$ cat src/rtl/core/iptt_pkg.sv
// iptt_pkg: shared types for the indexed priority task table
// mode codes and the command/status structs between controller and datapath
// no dependencies
`timescale 1ns / 1ps
`default_nettype none

package iptt_pkg;

    typedef enum logic [1:0] {
        MODE_ADD    = 2'd0,
        MODE_EDIT   = 2'd1,
        MODE_REMOVE = 2'd2,
        MODE_EXEC   = 2'd3
    } mode_t;

    // controller -> datapath
    typedef struct packed {
        logic latch_cmd;    // capture the accepted request
        logic cnt_clear;    // return slot counter to zero
        logic cnt_inc;      // advance slot counter
        logic init_wr;      // clearing pass: zero the slot at the counter
        logic rd_cmd;       // read the slot named by the request
        logic scan_rd;      // read the slot at the counter for the max search
        logic cmd_wr;       // write back add, edit or remove
        logic exec_wr;      // clear the winning slot of an exec_top
        logic load_result;  // load the result register
        logic exec_result;  // result comes from the max search
    } cmd_t;

    // datapath -> controller
    typedef struct packed {
        logic cnt_last;     // counter is at the last slot
    } status_t;

endpackage

`default_nettype wire

$ cat src/rtl/core/iptt_ctrl.sv
// iptt_ctrl: sequencer for clearing pass, request handling, scan and result handshake
// depends on iptt_pkg for the command and status structs and mode codes
`timescale 1ns / 1ps
`default_nettype none

module iptt_ctrl (
    input  wire logic              aclk,
    input  wire logic              aresetn,
    input  wire logic              s_valid,
    output logic                   s_ready,
    input  wire logic [1:0]        s_mode,
    output logic                   m_valid,
    input  wire logic              m_ready,
    output iptt_pkg::cmd_t         cmd,
    input  wire iptt_pkg::status_t status
);

    typedef enum logic [2:0] {
        ST_INIT,
        ST_IDLE,
        ST_READ,
        ST_WRITE,
        ST_SCAN,
        ST_DRAIN,
        ST_FINISH
    } state_t;

    state_t state_reg, state_next;
    logic   m_valid_reg, m_valid_next;
    logic   accept;

    assign s_ready = (state_reg == ST_IDLE) && (!m_valid_reg || m_ready);
    assign accept  = s_valid && s_ready;
    assign m_valid = m_valid_reg;

    always_comb begin
        state_next   = state_reg;
        m_valid_next = m_valid_reg && !m_ready;
        cmd          = '0;
        case (state_reg)
            ST_INIT: begin
                cmd.init_wr = 1'b1;
                if (status.cnt_last) begin
                    cmd.cnt_clear = 1'b1;
                    state_next    = ST_IDLE;
                end else begin
                    cmd.cnt_inc = 1'b1;
                end
            end
            ST_IDLE: begin
                if (accept) begin
                    cmd.latch_cmd = 1'b1;
                    case (iptt_pkg::mode_t'(s_mode))
                        iptt_pkg::MODE_EDIT: state_next = ST_READ;
                        iptt_pkg::MODE_EXEC: state_next = ST_SCAN;
                        default:             state_next = ST_WRITE;
                    endcase
                end
            end
            ST_READ: begin
                cmd.rd_cmd = 1'b1;
                state_next = ST_WRITE;
            end
            ST_WRITE: begin
                cmd.cmd_wr      = 1'b1;
                cmd.load_result = 1'b1;
                m_valid_next    = 1'b1;
                state_next      = ST_IDLE;
            end
            ST_SCAN: begin
                cmd.scan_rd = 1'b1;
                if (status.cnt_last) begin
                    cmd.cnt_clear = 1'b1;
                    state_next    = ST_DRAIN;
                end else begin
                    cmd.cnt_inc = 1'b1;
                end
            end
            ST_DRAIN: begin
                // last compare lands at the end of this cycle
                state_next = ST_FINISH;
            end
            ST_FINISH: begin
                cmd.exec_wr     = 1'b1;
                cmd.load_result = 1'b1;
                cmd.exec_result = 1'b1;
                m_valid_next    = 1'b1;
                state_next      = ST_IDLE;
            end
            default: begin
                state_next = ST_IDLE;
            end
        endcase
    end

    always_ff @(posedge aclk) begin
        if (!aresetn) begin
            state_reg   <= ST_INIT;
            m_valid_reg <= 1'b0;
        end else begin
            state_reg   <= state_next;
            m_valid_reg <= m_valid_next;
        end
    end

    a_result_slot_free: assert property (@(posedge aclk) disable iff (!aresetn)
        cmd.load_result |-> !m_valid_reg)
        else $error("result loaded over an untaken result");

    a_no_accept_in_init: assert property (@(posedge aclk) disable iff (!aresetn)
        (state_reg == ST_INIT) |-> !s_ready)
        else $error("request accepted during clearing pass");

    a_exec_starts_scan: assert property (@(posedge aclk) disable iff (!aresetn)
        (accept && (s_mode == iptt_pkg::MODE_EXEC)) |=> (state_reg == ST_SCAN))
        else $error("exec_top request did not start a scan");

endmodule

`default_nettype wire

$ cat config.mk
export PLATFORM = sky130hd
export DESIGN_NAME = iptt_ctrl
export DESIGN_NICKNAME = d
export VERILOG_FILES = /design/src/rtl/core/iptt_pkg.sv /design/src/rtl/core/iptt_ctrl.sv
export SDC_FILE = /design/constraint.sdc
export NUM_CORES = 1
export LEC_CHECK = 0
export BUFFER_PORTS_ARGS = -buffer_cell sky130_fd_sc_hd__buf_4
export CORE_AREA = 2 2 39 41
export CTS_CLUSTER_SIZE = 25
export DETAILED_ROUTE_END_ITERATION = 7
export DIE_AREA = 0 0 41 43
export PLACE_DENSITY = 0.46
export SYNTH_ARGS = -nofsm -noshare
export SYNTH_HDL_FRONTEND = slang
export SYNTH_SLANG_ARGS = --single-unit
$ cat constraint.sdc
create_clock -name aclk -period 1.4 [get_ports aclk]
set_input_delay 0.28 -clock aclk [delete_from_list [all_inputs] [get_ports aclk]]
set_output_delay 0.28 -clock aclk [all_outputs]
set_load 0.05 [all_outputs]
---- Word-level counts from Yosys, hierarchy flattened ----
Index checks and enable logic that the tools add are counted.
W data, S select, Z words.
storage, ports and cells
  register bits after elaboration ......... 4
  output and inout port bits .............. 12
  logic and storage cells ................. 40
operators by class
  eq/ne operators ......................... 11
  mux-type cells .......................... 17
  reductions and logical operators ........ 10
operators with widths
  operator              count
  $pmux W3 S5           1
  $mux W1               11
  $eq A3 B3 Y1 const B  3
  $mux W3               3
  $eq A3 B2 Y1 const B  2
  $ne A2 B2 Y1 const B  3
  $pmux W3 S2           1
  $reduce_or A2 Y1      2
  $eq A3 B1 Y1 const B  1
  $logic_and A1 B1 Y1   3
  $logic_not A3 Y1      1
  $reduce_and A3 Y1     1
  $eq A2 B1 Y1 const B  1
  $eq A2 B2 Y1 const B  1
  $logic_not A1 Y1      2
  $mux W2               1
  $logic_or A1 B1 Y1    1

---- Logic depth before layout (Yosys ltp) ----
Gate-level depths: netlist of run 1.
  depth in word-level cells ............... 6
  gate-level depth with buffers ........... 4
  depth with buffers taken out ............ 3

---- Worst setup path after synthesis of run 1 ----
Ideal clock, no wire load.
  path type ............................... register -> output
  start point ............................. register state_reg[1]
  end point ............................... output port cmd[2] (netlist bit)
  data arrival time ....................... 2.115 ns
  setup slack ............................. -0.995 ns
  stages on the path, launching flop included .. 5
  cell sequence ........................... dfxtp_1 > buf_4 > inv_1 > nor3b_1 > buf_4
RTL lines
  element                 RTL line          RTL
  start, declared         iptt_ctrl.sv:28   state_t state_reg, state_next;
  start signal, assigned  iptt_ctrl.sv:101  state_reg <= state_next;
  end, declared           iptt_ctrl.sv:14   output iptt_pkg::cmd_t cmd,

==> flow_summary.ini, run 1 <==
[yosys]
ys_types = 22
yosysMostFrequentCell = dfxtp_1
synth_area_um2 = 297
avgSynthCellArea_um2 = 8.72
synth-main-ff-cell = dfxtp_1
synth_top_area_share_pct = 27.0
synthArstFlopShare_pct = 0
ys.warnings.count = 0
syn_nets = 41
synth_edf_count = 0
netlist_top_cells_area = dfxtp_1, nor3b_2, buf_4
ys_top_cells_by_count = dfxtp_1, buf_4, nor3b_2
synth-seq-cells = 4
synth_largest_area_cell = dfxtp_1
ys_seq_area_share_pct = 27.0
postSynthCellCount = 34

[floorplanning]
pin_count = 19
core_um2 = 1380
initial_core_util_pct = 21.4
die_w_um = 41
die_area_um2 = 1760
rows = 14
die_h_um = 43

[timing]
finalMaxSlewViolations = 0
setup_viol = 7
max-slew-margin-rel_pct = 86.4
rsz0062_at_grt = yes
post-route-period-util_pct = 104
worst_pin_slew_ps = 203
finalWorstSetupSlack_ps = -52.3
fmax_mhz = 689
hold_viol_final = 0
skew_ps = 9.23
finalCriticalPeriod_ps = 1450

[clock_tree]
cts_tree = yes
clock_path_buffers = 2
insertion_delay_ps = 240
hold_buffers = 0
cts.clk_slew.worst_paths_ps = 40
cts_root_buf = clkbuf_4
cts_buffers = 3
cts.sinks = 4
htree_levels = 1

[place]
port_buffers = 18
postPlaceCellArea_um2 = 512
gp_congestion = 0.788
preCtsSetupSlack_ps = 128
dp.cells = 69
dpl.hpwl_um = 705

[detailed_routing]
drt_iter0_markers = 1
wl_per_cell_um = 11.9
viasPerCell = 4.63
via_count = 366
drt_pass1_iterations = 3
routed_wl_um = 943
drc = 0
postRouteAntennaNets = 0

[layout]
final_nets = 71
area_delta_synth_final_pct = 138
layoutNonFillerInstCount = 79
drive_gt1_share_pct = 77.8
largest_register_ffs = 3
fillCellCount = 146
antenna_cells = 0
final_area_um2 = 706
post-route-util_pct = 51.0

[min_path]
hp-class = input pin to flop
min_path_cells = 2

[critical_path]
critPathKind = flop to output pin
regToRegSetupSlack_ps = 330
crit_arrival_ps = 1170
crit_required_ps = 1120
cp-end-kind = output pin
worstSetupStartpointType = flop
critPathMaxFanout = 2
worstRegToRegCells = 5

[run_status]
violations = negative setup slack
status = complete, but fails checks

[power]
p_int_uw = 354
leakage_uw = 0.000293
switchingPower_uw = 212
pwr-share-comb_pct = 48.6
power_uw = 566
pwr-share-clk_pct = 28.4
seqPwrFrac_pct = 23.0
cellPowerDensity_nw_per_um2 = 802
vdd_ir_drop_max_uv = 349
power.share.switching_pct = 37.4

[global_route]
grt_pass1_vias = 385
gr-usage-all-layers_pct = 14.0
antenna_found_initial = 0
grt_max_degree = 9
grt_pass1_wl_mm = 1.59
overflow = 0

[run]
max-cap-violations = 0
-- cells by family (layout without fill, tap and decap cells) --
kind of cell           Yosys count  count (layout)  synth area share (%)
AND/OR/NAND/NOR                 19              19                  47.3
buffers and inverters            4              33                  8.86
AO/OA/AOI/OAI                    7               7                  16.9
flip-flops                       4               4                  27.0
-- cells in the final DEF (no fill, tap or decap), drive strengths merged --
cell type and n:
a21boi 1, a21oi 2, a31oi 2, and2 1
and2b 1, and3 1, buf 28, clkbuf 4
dfxtp 4, inv 1, nand2 1, nand2b 3
nand4 1, nor2 1, nor2b 2, nor3 3
nor3b 5, o21a 1, o31a 1
-- path summary, 6_finish.rpt --
kind,start,to
worst max-delay path,m_valid,cmd[9]
worst max register to register,state_reg[0],state_reg[1]
worst min register to register,state_reg[2],state_reg[1]
worst min-delay path,aresetn,m_valid
-- power by group through the flow --
stage | registers (uW) | clock network [uW] | logic, uW
finish | 130 | 160 | 275
floorplan | 129 | 0 | 147
global placement | 129 | 0 | 208
global route | 131 | 174 | 290
detailed placement | 129 | 0 | 210
CTS | 128 | 168 | 243
-- through the flow --
stage	TNS (ps)	hold slack (ps)
5_1_grt	-517	267
2_1_floorplan	-726	397
3_5_place_dp	0	516
4_1_cts	-287	259
3_3_place_gp	0	515
6_report	-138	263
-- area by class of cell --
cell class                 instances  area, um2  area share (%)
timing repair buffer              28        282            39.9
inverter                           1       3.75           0.532
sequential                         4       90.1            12.8
tap                               16       20.0            2.84
multi-input combinational         26        284            40.2
clock buffer                       4       26.3            3.72
-- worst max-delay path, cell delays in order (launching register included) --
cell	delay, ps
dfxtp_4	330
nor2b_4	130
nor3_4	160
and2_4	170
buf_8	130
-- what timing repair did --
action	4_1_cts	5_1_grt
endpoints found under the setup margin	11	10
resized for setup	20	10
buffers inserted	3	3
pin swaps	6	4
gates cloned	0	0
-- layer usage --
metal	GRT usage, %	routed length [um]	up-vias
met5	0	0	-
met4	14.0	36	0
met2	21.3	508	15
met1	14.6	349	169
met3	2.62	49	4
li1	-	-	178
No activity file was read; power rests on OpenSTA's default activity.
==> inputs of run 2 (changes only) <==
--- a/config.mk
+++ b/config.mk
@@ -6,11 +6,13 @@
 export NUM_CORES = 1
 export LEC_CHECK = 0
 export BUFFER_PORTS_ARGS = -buffer_cell sky130_fd_sc_hd__buf_4
+export CAP_MARGIN = 40
 export CORE_AREA = 2 2 39 41
 export CTS_CLUSTER_SIZE = 25
 export DETAILED_ROUTE_END_ITERATION = 7
 export DIE_AREA = 0 0 41 43
 export PLACE_DENSITY = 0.46
+export SETUP_SLACK_MARGIN = 0.05
 export SYNTH_ARGS = -nofsm -noshare
 export SYNTH_HDL_FRONTEND = slang
 export SYNTH_SLANG_ARGS = --single-unit
==> run 2 against run 1 <==
  * The flow still finishes with violations (negative setup slack)
  * Clock skew is essentially flat
  * Register-to-register slack barely moved
  * Die area did not move
  * Sequential share of layout area is the same
  * Worst setup slack improved by 6.3 ps
  * Clock-buffer cell count unchanged
  * Power barely moved
  * Largest power group unchanged
  * Highest routed layer unchanged
==> flow_summary.ini, run 2 (synthesized netlist as in run 1, its figures left out) <==
[place]
dpl.hpwl_um = 705
gp_congestion = 0.788
port_buffers = 18
postPlaceCellArea_um2 = 512

[layout]
final_nets = 71
area_delta_synth_final_pct = 138
layout_commonest_cell = buf_4
antenna_cells = 0
final_cell_mix = buf_4, buf_6, buf_8, nor3b_4
final_area_um2 = 706
regArea_um2 = 90.1
multi_input_area_um2 = 284
post-route-util_pct = 51.0
fillCellCount = 145
drive_gt1_share_pct = 77.8
largest_register_ffs = 3

[clock_tree]
insertion_delay_ps = 240
htree_levels = 1
cts_buffers = 3
cts_root_buf = clkbuf_4
cts_tree = yes
clock_path_buffers = 2
cts.sinks = 4
cts.clk_slew.worst_paths_ps = 40

[critical_path]
crit_arrival_ps = 1170
critPathKind = flop to output pin
worstSetupStartpointType = flop
cp-end-kind = output pin
crit_required_ps = 1120
critPathMaxFanout = 2

[power]
pwr-share-clk_pct = 28.4
power.share.switching_pct = 37.4
seqPwrFrac_pct = 23.0
switchingPower_uw = 212
p_int_uw = 354
cellPowerDensity_nw_per_um2 = 801
pwr-share-comb_pct = 48.6
leakage_uw = 0.000293
vdd_ir_drop_max_uv = 349

[global_route]
grt_max_degree = 9
gr-usage-all-layers_pct = 13.9
overflow = 0
grt_pass1_wl_mm = 1.58
antenna_found_initial = 0
grt_pass1_vias = 385

[timing]
finalCriticalPeriod_ps = 1450
whs_ps = 263
setup_viol = 7
worst_pin_slew_ps = 203
skew_ps = 9.20
finalWorstSetupSlack_ps = -46.1
rsz0062_at_grt = yes
finalMaxSlewViolations = 0
post-route-period-util_pct = 103
fmax_mhz = 692
max-slew-margin-rel_pct = 86.4
hold_viol_final = 0

[floorplanning]
initial_core_util_pct = 21.4
pin_count = 19
rows = 14
die_w_um = 41
core_um2 = 1380
die_area_um2 = 1760
die_h_um = 43

[detailed_routing]
postRouteAntennaNets = 0
drt_iter0_markers = 1
via_count = 364
drt_pass1_iterations = 3
wl_per_cell_um = 11.9
routed_wl_um = 939
viasPerCell = 4.61
drc = 0

[min_path]
hp-class = input pin to flop

[run]
max-cap-violations = 0

[run_status]
status = complete, but fails checks
violations = negative setup slack
run 2: metal layers:
layer  GRT usage (%)  wire (um)
met2            21.3        506
met5               0          0
met4            14.0         36
met3            2.62         49
met1            14.2        346
run 2: critical path, cell delays in order, from the launching register on:
cell     delay, ps
dfxtp_4        330
nor2b_4        130
nor3_4         160
and2_4         170
buf_8          130
run 2: final timing paths:
| kind | from | endpoint | slack (ps) | cells after the start |
|---|---|---|---|---|
| hold reg to reg | state_reg[2] | state_reg[1] | 670 | 3 |
| setup reg to reg | state_reg[0] | state_reg[1] | 330 | 5 |
| hold / removal | aresetn | m_valid | 260 | 2 |
| setup / recovery | m_valid | cmd[9] | -50 | 4 |
run 2: per-stage QoR:
| step | TNS (ps) | setup WS, ps | instances | total power, uW |
|---|---|---|---|---|
| CTS | -306 | -59.0 | 77 | 550 |
| global placement | 0 | 147 | 69 | 337 |
| detailed placement | 0 | 128 | 69 | 339 |
| finish | -124 | -46.1 | 79 | 566 |
| floorplan | -726 | -205 | 34 | 275 |
| global route | -513 | -102 | 79 | 594 |
run 2: power by group through the flow:
| stage | logic, uW | registers (uW) | clock network (uW) |
|---|---|---|---|
| 5_1_grt | 289 | 131 | 174 |
| 3_5_place_dp | 210 | 129 | 0 |
| 2_1_floorplan | 147 | 129 | 0 |
| 3_3_place_gp | 208 | 129 | 0 |
| 6_report | 275 | 130 | 160 |
| 4_1_cts | 254 | 128 | 168 |
run 2: what timing repair did:
| action | 4_1_cts | 5_1_grt |
|---|---|---|
| endpoints found under the setup margin | 11 | 10 |
| setup buffers | 4 | 2 |
| gates resized for setup | 22 | 8 |
| hold buffers | 0 | 0 |
| pin swaps | 6 | 5 |
run 2: cell type report:
class,count,area share (%)
sequential,4,12.8
clock buffer,4,3.72
tap,16,2.84
timing repair buffer,28,39.9
inverter,1,0.532
multi-input combinational,26,40.2
